==> src/design/bitmap_block_allocator_assert.svh <==
// assertion macros for the allocator
`ifndef BITMAP_BLOCK_ALLOCATOR_ASSERT_SVH
`define BITMAP_BLOCK_ALLOCATOR_ASSERT_SVH
`define BBA_ASSERT_IMPL(lbl, a, c) lbl: assert property (@(posedge clk) disable iff (!arst_n) \
	(a) |-> (c)) else $error("bba check failed");
`define BBA_ASSERT_NEXT(lbl, a, c) lbl: assert property (@(posedge clk) disable iff (!arst_n) \
	(a) |=> (c)) else $error("bba check failed");
`endif

==> src/design/bba_pkg.sv <==
package bba_pkg;
	localparam int POOL_CELLS = 32;
	localparam int TABLE_ENTRIES = 32;
	localparam int CW = $clog2(POOL_CELLS);
	localparam int EW = $clog2(TABLE_ENTRIES);
	localparam int LW = $clog2(POOL_CELLS + 1);
	localparam int UW = $clog2(TABLE_ENTRIES + 1);

	typedef enum logic [1:0] {CMD_FIRST = 2'd0, CMD_NEXT = 2'd1, CMD_FREE = 2'd2,
		CMD_ALIAS = 2'd3} cmd_t;
	typedef enum logic [1:0] {ST_OK = 2'd0, ST_NOSPACE = 2'd1, ST_FULL = 2'd2,
		ST_NOID = 2'd3} status_t;

	typedef struct packed {
		logic [1:0] command;
		logic [15:0] block_id;
		logic [5:0] block_size;
		logic [15:0] other_id;
	} cmd_item_t;

	typedef struct packed {
		logic [4:0] start_address;
		logic [1:0] status;
	} result_t;

	// one table entry as stored in memory
	typedef struct packed {
		logic [15:0] id;
		logic [CW-1:0] start;
		logic [LW-1:0] len;
	} entry_t;
endpackage

==> src/design/bba_table_ram.sv <==
// allocation table memory, one write and one registered read port
module bba_table_ram (
	input logic clk,
	input logic we,
	input logic [bba_pkg::EW-1:0] waddr,
	input bba_pkg::entry_t wdata,
	input logic [bba_pkg::EW-1:0] raddr,
	output bba_pkg::entry_t rdata
);
	bba_pkg::entry_t mem [bba_pkg::TABLE_ENTRIES];

	always_ff @(posedge clk) begin
		if (we) mem[waddr] <= wdata;
		rdata <= mem[raddr];
	end
endmodule

==> src/design/bitmap_block_allocator.sv <==
// one transaction at a time; busy from the accepting edge until done, next start taken with done
// rejects by id, table count or size go straight to the done state, which strobes done
// first-fit: bitmap scan up to the first fitting run, then the cells are marked and the entry recorded
// next-fit: full bitmap walk, then cells are marked from just past the highest set cell found
// free: every table entry is read and checked, and the cells of each matching entry are cleared;
// alias adds a lookup sweep before that; reset clears the bitmap and entry count; done never stalls
`include "bitmap_block_allocator_assert.svh"
module bitmap_block_allocator (
	input logic clk,
	input logic arst_n,
	input logic start,
	output logic busy,
	input bba_pkg::cmd_item_t cmd,
	output logic done,
	output bba_pkg::result_t result
);
	localparam int CW = bba_pkg::CW;
	localparam int EW = bba_pkg::EW;
	localparam int LW = bba_pkg::LW;
	localparam int UW = bba_pkg::UW;
	localparam int NC = bba_pkg::POOL_CELLS;
	localparam int NE = bba_pkg::TABLE_ENTRIES;

	typedef enum logic [3:0] {S_IDLE, S_SCAN, S_MARK, S_FSRD, S_FSCHK, S_CLR,
		S_ARD, S_ACHK, S_AWR, S_DONE} state_t;

	state_t state_q;
	bba_pkg::cmd_item_t c_q;
	logic [NC-1:0] map_q;
	logic [UW-1:0] used_q;
	logic [LW:0] idx_q;      // cell or entry index, wide enough for the end
	logic [LW:0] run_q;
	logic [CW-1:0] pos_q;
	logic [LW-1:0] cnt_q;
	logic [CW:0] hi_q;
	logic [1:0] st_q;
	logic [CW-1:0] rs_q;
	logic fa_q, fg_q;
	logic [EW-1:0] ea_q;
	logic [CW-1:0] gs_q;
	logic [LW-1:0] gl_q;

	logic we;
	logic [EW-1:0] waddr, raddr;
	bba_pkg::entry_t wdata, rd;
	logic rvalid; // entry below fill count
	logic [EW-1:0] rd_idx_q;

	bba_table_ram u_ram (.clk(clk), .we(we), .waddr(waddr), .wdata(wdata),
		.raddr(raddr), .rdata(rd));

	assign busy = (state_q != S_IDLE);
	assign raddr = idx_q[EW-1:0];
	assign rvalid = ({1'b0, rd_idx_q} < (EW+1)'(used_q));

	logic [15:0] rid;
	assign rid = rvalid ? rd.id : 16'd0;

	logic [LW:0] sz;
	assign sz = (LW+1)'(c_q.block_size);

	// memory write port
	always_comb begin
		we = 1'b0;
		waddr = used_q[EW-1:0];
		wdata = '{id: c_q.block_id, start: pos_q, len: sz[LW-1:0]};
		if (state_q == S_MARK && cnt_q == sz[LW-1:0]) begin
			we = 1'b1;
		end else if (state_q == S_FSCHK && rid == c_q.block_id && rid != 16'd0) begin
			we = 1'b1;
			waddr = rd_idx_q;
			wdata = '{id: 16'd0, start: rd.start, len: rd.len};
		end else if (state_q == S_AWR) begin
			we = 1'b1;
			waddr = ea_q;
			wdata = '{id: c_q.block_id, start: gs_q, len: gl_q};
		end
	end

	// command sequencer
	always_ff @(posedge clk or negedge arst_n) begin
		if (!arst_n) begin
			state_q <= S_IDLE;
			map_q <= '0;
			used_q <= '0;
			done <= 1'b0;
		end else begin
			done <= 1'b0;
			unique case (state_q)
				S_IDLE: begin
					if (start) begin
						c_q <= cmd;
						idx_q <= '0;
						run_q <= '0;
						hi_q <= '0;
						rs_q <= '0;
						fa_q <= 1'b0;
						fg_q <= 1'b0;
						if (cmd.block_id == 16'd0) begin
							st_q <= bba_pkg::ST_NOID;
							state_q <= S_DONE;
						end else if (cmd.command == bba_pkg::CMD_FIRST
							|| cmd.command == bba_pkg::CMD_NEXT) begin
							if (used_q >= UW'(NE)) begin
								st_q <= bba_pkg::ST_FULL;
								state_q <= S_DONE;
							end else if (cmd.block_size == 6'd0
								|| 32'(cmd.block_size) > NC) begin
								st_q <= bba_pkg::ST_NOSPACE;
								state_q <= S_DONE;
							end else begin
								st_q <= bba_pkg::ST_NOSPACE;
								state_q <= S_SCAN;
							end
						end else if (cmd.command == bba_pkg::CMD_FREE) begin
							st_q <= bba_pkg::ST_NOID;
							state_q <= S_FSRD;
						end else begin
							if (cmd.other_id == 16'd0) begin
								st_q <= bba_pkg::ST_NOID;
								state_q <= S_DONE;
							end else begin
								state_q <= S_ARD;
							end
						end
					end
				end
				// bitmap walk, one cell a cycle
				S_SCAN: begin
					if (idx_q == (LW+1)'(NC)) begin
						if (c_q.command == bba_pkg::CMD_NEXT
							&& (32'(hi_q) + 32'(c_q.block_size) <= NC)) begin
							pos_q <= hi_q[CW-1:0];
							cnt_q <= '0;
							state_q <= S_MARK;
						end else begin
							state_q <= S_DONE;
						end
					end else begin
						if (map_q[idx_q[CW-1:0]]) begin
							run_q <= '0;
							hi_q <= (CW+1)'(idx_q) + (CW+1)'(1);
						end else begin
							run_q <= run_q + (LW+1)'(1);
							if (c_q.command == bba_pkg::CMD_FIRST
								&& run_q + (LW+1)'(1) == sz) begin
								pos_q <= CW'(idx_q + (LW+1)'(1) - sz);
								cnt_q <= '0;
								state_q <= S_MARK;
							end
						end
						idx_q <= idx_q + (LW+1)'(1);
					end
				end
				// set cells one by one, then record entry
				S_MARK: begin
					if (cnt_q == sz[LW-1:0]) begin
						used_q <= used_q + UW'(1);
						st_q <= bba_pkg::ST_OK;
						rs_q <= pos_q;
						state_q <= S_DONE;
					end else begin
						map_q[pos_q + CW'(cnt_q)] <= 1'b1;
						cnt_q <= cnt_q + LW'(1);
					end
				end
				// free sweep: read entry
				S_FSRD: begin
					if (idx_q == (LW+1)'(NE)) begin
						state_q <= (c_q.command == bba_pkg::CMD_ALIAS) ? S_AWR : S_DONE;
					end else begin
						rd_idx_q <= idx_q[EW-1:0];
						idx_q <= idx_q + (LW+1)'(1);
						state_q <= S_FSCHK;
					end
				end
				S_FSCHK: begin
					if (rid == c_q.block_id) begin
						if (c_q.command == bba_pkg::CMD_FREE) st_q <= bba_pkg::ST_OK;
						pos_q <= rd.start;
						cnt_q <= '0;
						run_q <= (LW+1)'(rd.len);
						state_q <= S_CLR;
					end else begin
						state_q <= S_FSRD;
					end
				end
				// clear cells of one entry, clipped at pool end
				S_CLR: begin
					if ((LW+1)'(cnt_q) == run_q
						|| 32'(pos_q) + 32'(cnt_q) >= NC) begin
						state_q <= S_FSRD;
					end else begin
						map_q[pos_q + CW'(cnt_q)] <= 1'b0;
						cnt_q <= cnt_q + LW'(1);
					end
				end
				// alias lookup sweep for lowest block_id and other_id entries
				S_ARD: begin
					if (idx_q == (LW+1)'(NE)) begin
						state_q <= S_DONE;
						st_q <= bba_pkg::ST_NOID;
					end else begin
						rd_idx_q <= idx_q[EW-1:0];
						idx_q <= idx_q + (LW+1)'(1);
						state_q <= S_ACHK;
					end
				end
				S_ACHK: begin
					logic fa, fg;
					fa = fa_q || (rid == c_q.block_id);
					fg = fg_q || (rid == c_q.other_id);
					if (!fa_q && rid == c_q.block_id) begin
						ea_q <= rd_idx_q;
						rs_q <= rd.start;
					end
					if (!fg_q && rid == c_q.other_id) begin
						gs_q <= rd.start;
						gl_q <= rd.len;
					end
					fa_q <= fa;
					fg_q <= fg;
					if (fa && fg) begin
						st_q <= bba_pkg::ST_OK;
						if (c_q.block_id == c_q.other_id) begin
							state_q <= S_DONE;
						end else begin
							idx_q <= '0;
							state_q <= S_FSRD;
						end
					end else begin
						state_q <= S_ARD;
					end
				end
				S_AWR: begin
					rs_q <= gs_q;
					state_q <= S_DONE;
				end
				S_DONE: begin
					done <= 1'b1;
					result.status <= st_q;
					result.start_address <= (st_q == bba_pkg::ST_OK) ? rs_q : '0;
					state_q <= S_IDLE;
				end
				default: state_q <= S_IDLE;
			endcase
		end
	end

	`BBA_ASSERT_NEXT(a_done_pulse, done, !done)
	`BBA_ASSERT_IMPL(a_used_bound, 1'b1, used_q <= UW'(NE))
	`BBA_ASSERT_NEXT(a_start_busy, start && !busy, busy)
endmodule
==> config.mk <==
export PLATFORM = sky130hd
export DESIGN_NAME = bitmap_block_allocator
export DESIGN_NICKNAME = d
export VERILOG_FILES = /design/src/design/bba_pkg.sv /design/src/design/bba_table_ram.sv /design/src/design/bitmap_block_allocator.sv
export VERILOG_INCLUDE_DIRS = /design/src /design/src/design
export SDC_FILE = /design/constraint.sdc
export NUM_CORES = 1
export LEC_CHECK = 0
export BUFFER_PORTS_ARGS = -buffer_cell sky130_fd_sc_hd__buf_2
export CAP_MARGIN = 5
export CELL_PAD_IN_SITES_DETAIL_PLACEMENT = 0
export CELL_PAD_IN_SITES_GLOBAL_PLACEMENT = 1
export CORE_MARGIN = 4
export CORE_UTILIZATION = 49
export DETAILED_ROUTE_END_ITERATION = 6
export MAX_ROUTING_LAYER = met4
export PLACE_DENSITY_LB_ADDON = 0.05
export SLEW_MARGIN = 10
export SYNTH_ARGS = -nofsm -noshare
export SYNTH_HDL_FRONTEND = slang
export SYNTH_HIERARCHICAL = 1
export SYNTH_SLANG_ARGS = --single-unit
==> constraint.sdc <==
create_clock -name clk -period 5.1 [get_ports clk]
set_input_delay 1.02 -clock clk [delete_from_list [all_inputs] [get_ports clk]]
set_output_delay 1.02 -clock clk [all_outputs]
set_load 0.05 [all_outputs]
==> metrics.yaml, run 1 <==
die_h_um: 304
drc: 0
cts_sinks: 1042
place_area_um2: 45100
crit_path_end_kind: "register"
peakVddDrop_v: 0.000508
start_util_pct: 49.4
syn_avg_cell_area_um2: 15.9
core-area_um2: 86900
leakagePower_nw: 17.1
clock.fmax_mhz: 212
finalInstanceArea_um2: 49000
grt_use_total_pct: 24.7
dieArea_um2: 92400
ys.flop_type: "edfxtp_1"
critPathKind: "reg -> reg"
clock_skew_ns: 0.0215
grt_start_max_net_pins: 131
setup_viol: 0
num_io_pins: 52
drive_gt1_share_pct: 14.0
insertion_delay_ns: 0.69
cts_tree: "built"
tns_ns: 0
nNetsFinal: 2912
async_flop_share_pct: 4.13
drv_slew: 0
routed_wirelength_mm: 113
relSlewSlack_pct: 16.4
fp.dieW_um: 304
cts_buffers: 108
dp.cells: 3882
crit_slowest_cell: "or3_1"
path_cells: "inv_1, ha_1, a211oi_1, or3_4, o211ai_1, buf_4, xor2_1, nand4_1, nor4_4, nand4_2, buf_4, o221a_2, or3_1, nor2_4, buf_4"
critical-path-max-stage-delay_ns: 0.58
layout_commonest_cell: "edfxtp_1"
antenna_found_initial: 6
routedWlPerCell_um: 27.6
required_ns: 5.42
reg2reg_setup_slack_ns: 0.39
area_growth_pct: 14.1
power.density_nw_per_um2: 558
start_kind: "register"
netlist_area_um2: 42900
clk_pin_slew_ns: 0.06
critPathBufInv: 4
yosysSeqAreaShare_pct: 71.8
hp-class: "in -> async"
portBuffers: 51
yosys_warnings: 6
cts_buffer_depth: 3
grt_pass1_vias: 24200
p_total_w: 0.0273
postRouteAntennaNets: 0
routed_via_density: 5.94
crit_top_cell: "buf_4"
vias: 24300
cp.arrival_ns: 5.03
setup_slack_ns: 0.388
rows: 108
critPathTopFamily: "simple AND/OR/NAND/NOR gates"
critPathMaxFanout: 27
rsz0062_at_grt: "no"
holdBufCountCts: 0
syn-num-nets: 2763
finalHoldViolations: 0
root_buffer: "clkbuf_16"
dr.first_iter.drc_count: 2355
max_cap_viol_count: 0
synth_edf_count: 972
fin_crit_ns: 4.71
synthCells: 2692
worstMarginPinSlew_ns: 1.25
htree_levels: 3
gp_congestion: 0.868
hpwl_mm: 71.8
overflow: 0
grt_pass1_wl_mm: 165
synth_seq_cells: 1042
synthDistinctLibCells: 69
status: "complete, no violations"
instances_no_fill: 4092
period_share_pct: 92.4
first_pass_iters: 6
layout_common_cells: "edfxtp_1, mux2i_1, a21oi_1, nand2_1, buf_4"
pre_cts_slack_ns: 0.141
worst register-to-register path: cells and delay by family, from the launching register on:
kind,cells,cell delay (ns)
compound gates,3,0.57
xor+xnor,1,0.14
fa+ha+maj,1,0.35
buf+inv,4,0.88
flops,1,0.39
simple gates,6,2.00
routing by layer:
| metal | GRT usage (%) | share of wire (%) |
|---|---|---|
| met1 | 35.7 | 46 |
| met2 | 37.4 | 46 |
| met3 | 3.25 | 5.3 |
| met4 | 6.55 | 2.6 |
| met5 | - | 0 |
Yosys cell counts (all sizes together), types with 30 or more instances:
cell type	number	area [um2]
nand2	121	454
edfxtp	972	29200
dfrtp	43	1080
buf	77	559
a22oi	82	616
nor3	39	195
nand3	97	485
nor2	97	367
clkbuf	65	259
a21oi	125	626
mux2i	433	4330
a22o	54	473
xor2	70	613
inv	30	113
kinds of logic (layout without fill, tap and decap cells):
logic type / Yosys count / in the layout / share of synthesized area (%)
flip-flops: 1042 / 1042 / 71.8
adder cells (fa/ha/maj): 28 / 28 / 0.869
buffers and inverters: 172 / 414 / 2.17
AO/OA/AOI/OAI: 410 / 410 / 6.68
other: 0 / 3 / 0
XOR/XNOR: 99 / 99 / 2.02
AND/OR/NAND/NOR: 490 / 490 / 5.64
multiplexers: 451 / 451 / 10.8
power by group:
group	total [W]	internal, W	switching [W]
combinational	0.00831	0.00291	0.00540
sequential	0.0109	0.0103	0.000577
clock	0.00816	0.00490	0.00326
total	0.0273	0.0181	0.00924
sequential cells by signal, summed over array words and instances, names as in the netlist, 6 cells and up, named ones only:
register,flops
c_q,40
cnt_q,6
gl_q,6
hi_q,6
idx_q,7
result,7
run_q,7
u_ram/mem,864
u_ram/rdata,27
used_q,6
stage by stage:
stage | util [%] | hold slack (ns)
3_5_place_dp | 52.0 | 0.438
4_1_cts | 56.3 | 0.233
5_1_grt | 56.4 | 0.260
6_report | 56.4 | 0.272
3_3_place_gp | 52.0 | 0.435
2_1_floorplan | - | 0.427
repair_timing:
action,in CTS,in global routing
endpoints found under the setup margin,0,461
setup buffers,0,3
gates resized for setup,0,2
path summary, 6_finish.rpt:
kind | cells after the start | start | end
worst max-delay path | 15 | used_q[3] | u_ram/mem[2][12]
worst min-delay path | 1 | arst_n | state_q[1]
worst max register to register | 15 | used_q[3] | u_ram/mem[2][12]
worst min register to register | 0 | st_q[1] | result[1]
max in group asynchronous | 2 | arst_n | asynchronous set/reset pin
min in group clk | 0 | st_q[1] | result[1]
final cells by class:
cell class	count	area (um2)
fillers	6875	37900
repair buffers	181	1370
diodes	3	7.51
well taps	1155	1450
clock inverters	59	704
multi-input cells	1478	11500
inverters	30	113
clock buffers	144	3040
flip-flops and latches	1042	30800
Note: power is estimated with default switching activity, not from simulation.
==> run 2: changes to the inputs <==
--- a/config.mk
+++ b/config.mk
@@ -6,15 +6,16 @@
 export SDC_FILE = /design/constraint.sdc
 export NUM_CORES = 1
 export LEC_CHECK = 0
-export BUFFER_PORTS_ARGS = -buffer_cell sky130_fd_sc_hd__buf_2
 export CAP_MARGIN = 5
 export CELL_PAD_IN_SITES_DETAIL_PLACEMENT = 0
 export CELL_PAD_IN_SITES_GLOBAL_PLACEMENT = 1
 export CORE_MARGIN = 4
 export CORE_UTILIZATION = 49
 export DETAILED_ROUTE_END_ITERATION = 6
+export DONT_BUFFER_PORTS = 1
 export MAX_ROUTING_LAYER = met4
 export PLACE_DENSITY_LB_ADDON = 0.05
+export SKIP_LAST_GASP = 1
 export SLEW_MARGIN = 10
 export SYNTH_ARGS = -nofsm -noshare
 export SYNTH_HDL_FRONTEND = slang
==> constraint.sdc (replaced) <==
create_clock -name clk -period 4.28 [get_ports clk]
set_input_delay 0.856 -clock clk [delete_from_list [all_inputs] [get_ports clk]]
set_output_delay 0.856 -clock clk [all_outputs]
set_load 0.05 [all_outputs]
==> metrics.yaml, run 2 (synthesis gave the netlist of run 1 again) <==
tns_ns: 0
cp.arrival_ns: 4.60
hpwl_mm: 74.4
leakagePower_nw: 17.5
core-area_um2: 86900
crit_path_end_kind: "register"
start_util_pct: 49.4
antenna_cells: 0
first_pass_iters: 5
drv_slew: 0
required_ns: 4.68
dr.first_iter.drc_count: 2662
routed_via_density: 5.98
whs_ns: 0.253
die_h_um: 304
rows: 108
finalHoldViolations: 0
critPathMaxFanout: 16
largestRegisters: "u_ram/mem x864, c_q x40, u_ram/rdata x27"
largest_register_ffs: 864
nNetsFinal: 2939
dp.cells: 3891
setup_viol: 0
routedWlPerCell_um: 28.2
grt_start_max_net_pins: 123
period_share_pct: 98.1
use_met1_pct: 36.5
gp_congestion: 0.873
area_growth_pct: 16.9
overflow: 0
relSlewSlack_pct: 13.4
max_cap_viol_count: 0
critPathKind: "reg -> reg"
antenna_found_initial: 2
portBuffers: 0
rsz0062_at_grt: "yes"
cts_sinks: 1042
clk_pin_slew_ns: 0.07
clock_skew_ns: 0.0236
insertion_delay_ns: 0.69
routed_wirelength_mm: 116
cts_tree: "built"
root_buffer: "clkbuf_16"
fin_crit_ns: 4.20
grt_pass1_vias: 24200
cts_buffer_depth: 3
hp-class: "in -> reg"
num_io_pins: 52
drive_gt1_share_pct: 15.2
drc: 0
met3_usage_pct: 4.54
postRouteAntennaNets: 0
cts_buffers: 108
instances_no_fill: 4113
vias: 24600
clock.fmax_mhz: 238
layout_commonest_cell: "edfxtp_1"
fp.dieW_um: 304
layout_common_cells: "edfxtp_1, mux2i_1, buf_4, a21oi_1, nand2_1"
htree_levels: 3
grt_use_total_pct: 25.3
dieArea_um2: 92400
worstMarginPinSlew_ns: 1.30
top_register: "u_ram/mem"
grtUsageMet2_pct: 38.6
start_kind: "register"
status: "complete, no violations"
power.density_nw_per_um2: 660
busiest_layer: "met2"
peakVddDrop_v: 0.000477
grt_pass1_wl_mm: 168
## run 2: changes by cell type in the layout (fill, tap and decap cells not counted), moves of 5 or more
cell / change
buf_2: -51
buf_4: +6
clkinv_2: +7
buf_12: +60
clkinv_1: -5
## run 2: final timing paths
check,from,endpoint,slack [ns],cells past startpoint
worst max-delay path,rd_idx_q[4],u_ram/mem[2][0],0.08,16
worst min-delay path,cmd[34],c_q[34],0.25,0
worst max register to register,rd_idx_q[4],u_ram/mem[2][0],0.08,16
worst min register to register,u_ram/rdata[5],gl_q[5],0.47,0
max in group asynchronous,arst_n,asynchronous set/reset pin,3.31,2
min in group asynchronous,arst_n,done,0.67,2
## run 2: through the flow
step | utilization, % | power (W) | area, um2 | worst slack [ns]
floorplan | - | 0.0195 | 43200 | -0.106
global placement | 53.1 | 0.0236 | 46100 | -0.0432
detailed placement | 53.1 | 0.0237 | 46100 | -0.0923
CTS | 57.3 | 0.0332 | 49800 | 0.0544
global route | 57.7 | 0.0345 | 50200 | -0.0366
finish | 57.7 | 0.0331 | 50200 | 0.0811
## run 2: power by group
part	internal (W)	switching, W
Combinational	0.00386	0.00678
Clock	0.00559	0.00396
Sequential	0.0122	0.000671
## run 2: critical path: stages, from the launching register on
cell and delay [ns]:
edfxtp_1 0.43, ha_4 0.31, nor2_1 0.04, or3_1 0.35
buf_6 0.17, o211ai_1 0.13, xor2_1 0.19, nand4_1 0.22
nor4_4 0.31, buf_4 0.18, nand4_4 0.14, buf_4 0.18
o221a_4 0.30, or3_4 0.49, nor2_4 0.13, buf_12 0.14
clkbuf_16 0.16
## run 2: area by class of cell
type | instances | area, um2
clock inverters | 61 | 716
repair buffers | 208 | 2600
inverters | 30 | 113
well taps | 1155 | 1450
multi-input cells | 1478 | 11600
clock buffers | 139 | 2930
flip-flops and latches | 1042 | 30800
fillers | 6741 | 36700
## run 2: timing repair
| item | in CTS | in global routing |
|---|---|---|
| gates cloned | 0 | 9 |
| hold endpoints to repair | 43 | 0 |
| gates resized for setup | 3 | 8 |
| setup buffers | 1 | 10 |
| endpoints found under the setup margin | 484 | 711 |
| hold buffers | 2 | 0 |
| pin swaps | 2 | 10 |
## run 2: layer usage
| metal | share of wire [%] | up-vias | wire [um] |
|---|---|---|---|
| met5 | 0 | - | 0 |
| met4 | 1.6 | 0 | 1860 |
| met3 | 7.2 | 126 | 8370 |
| met2 | 47 | 892 | 54100 |
| met1 | 45 | 12700 | 51800 |
| li1 | - | 10900 | - |
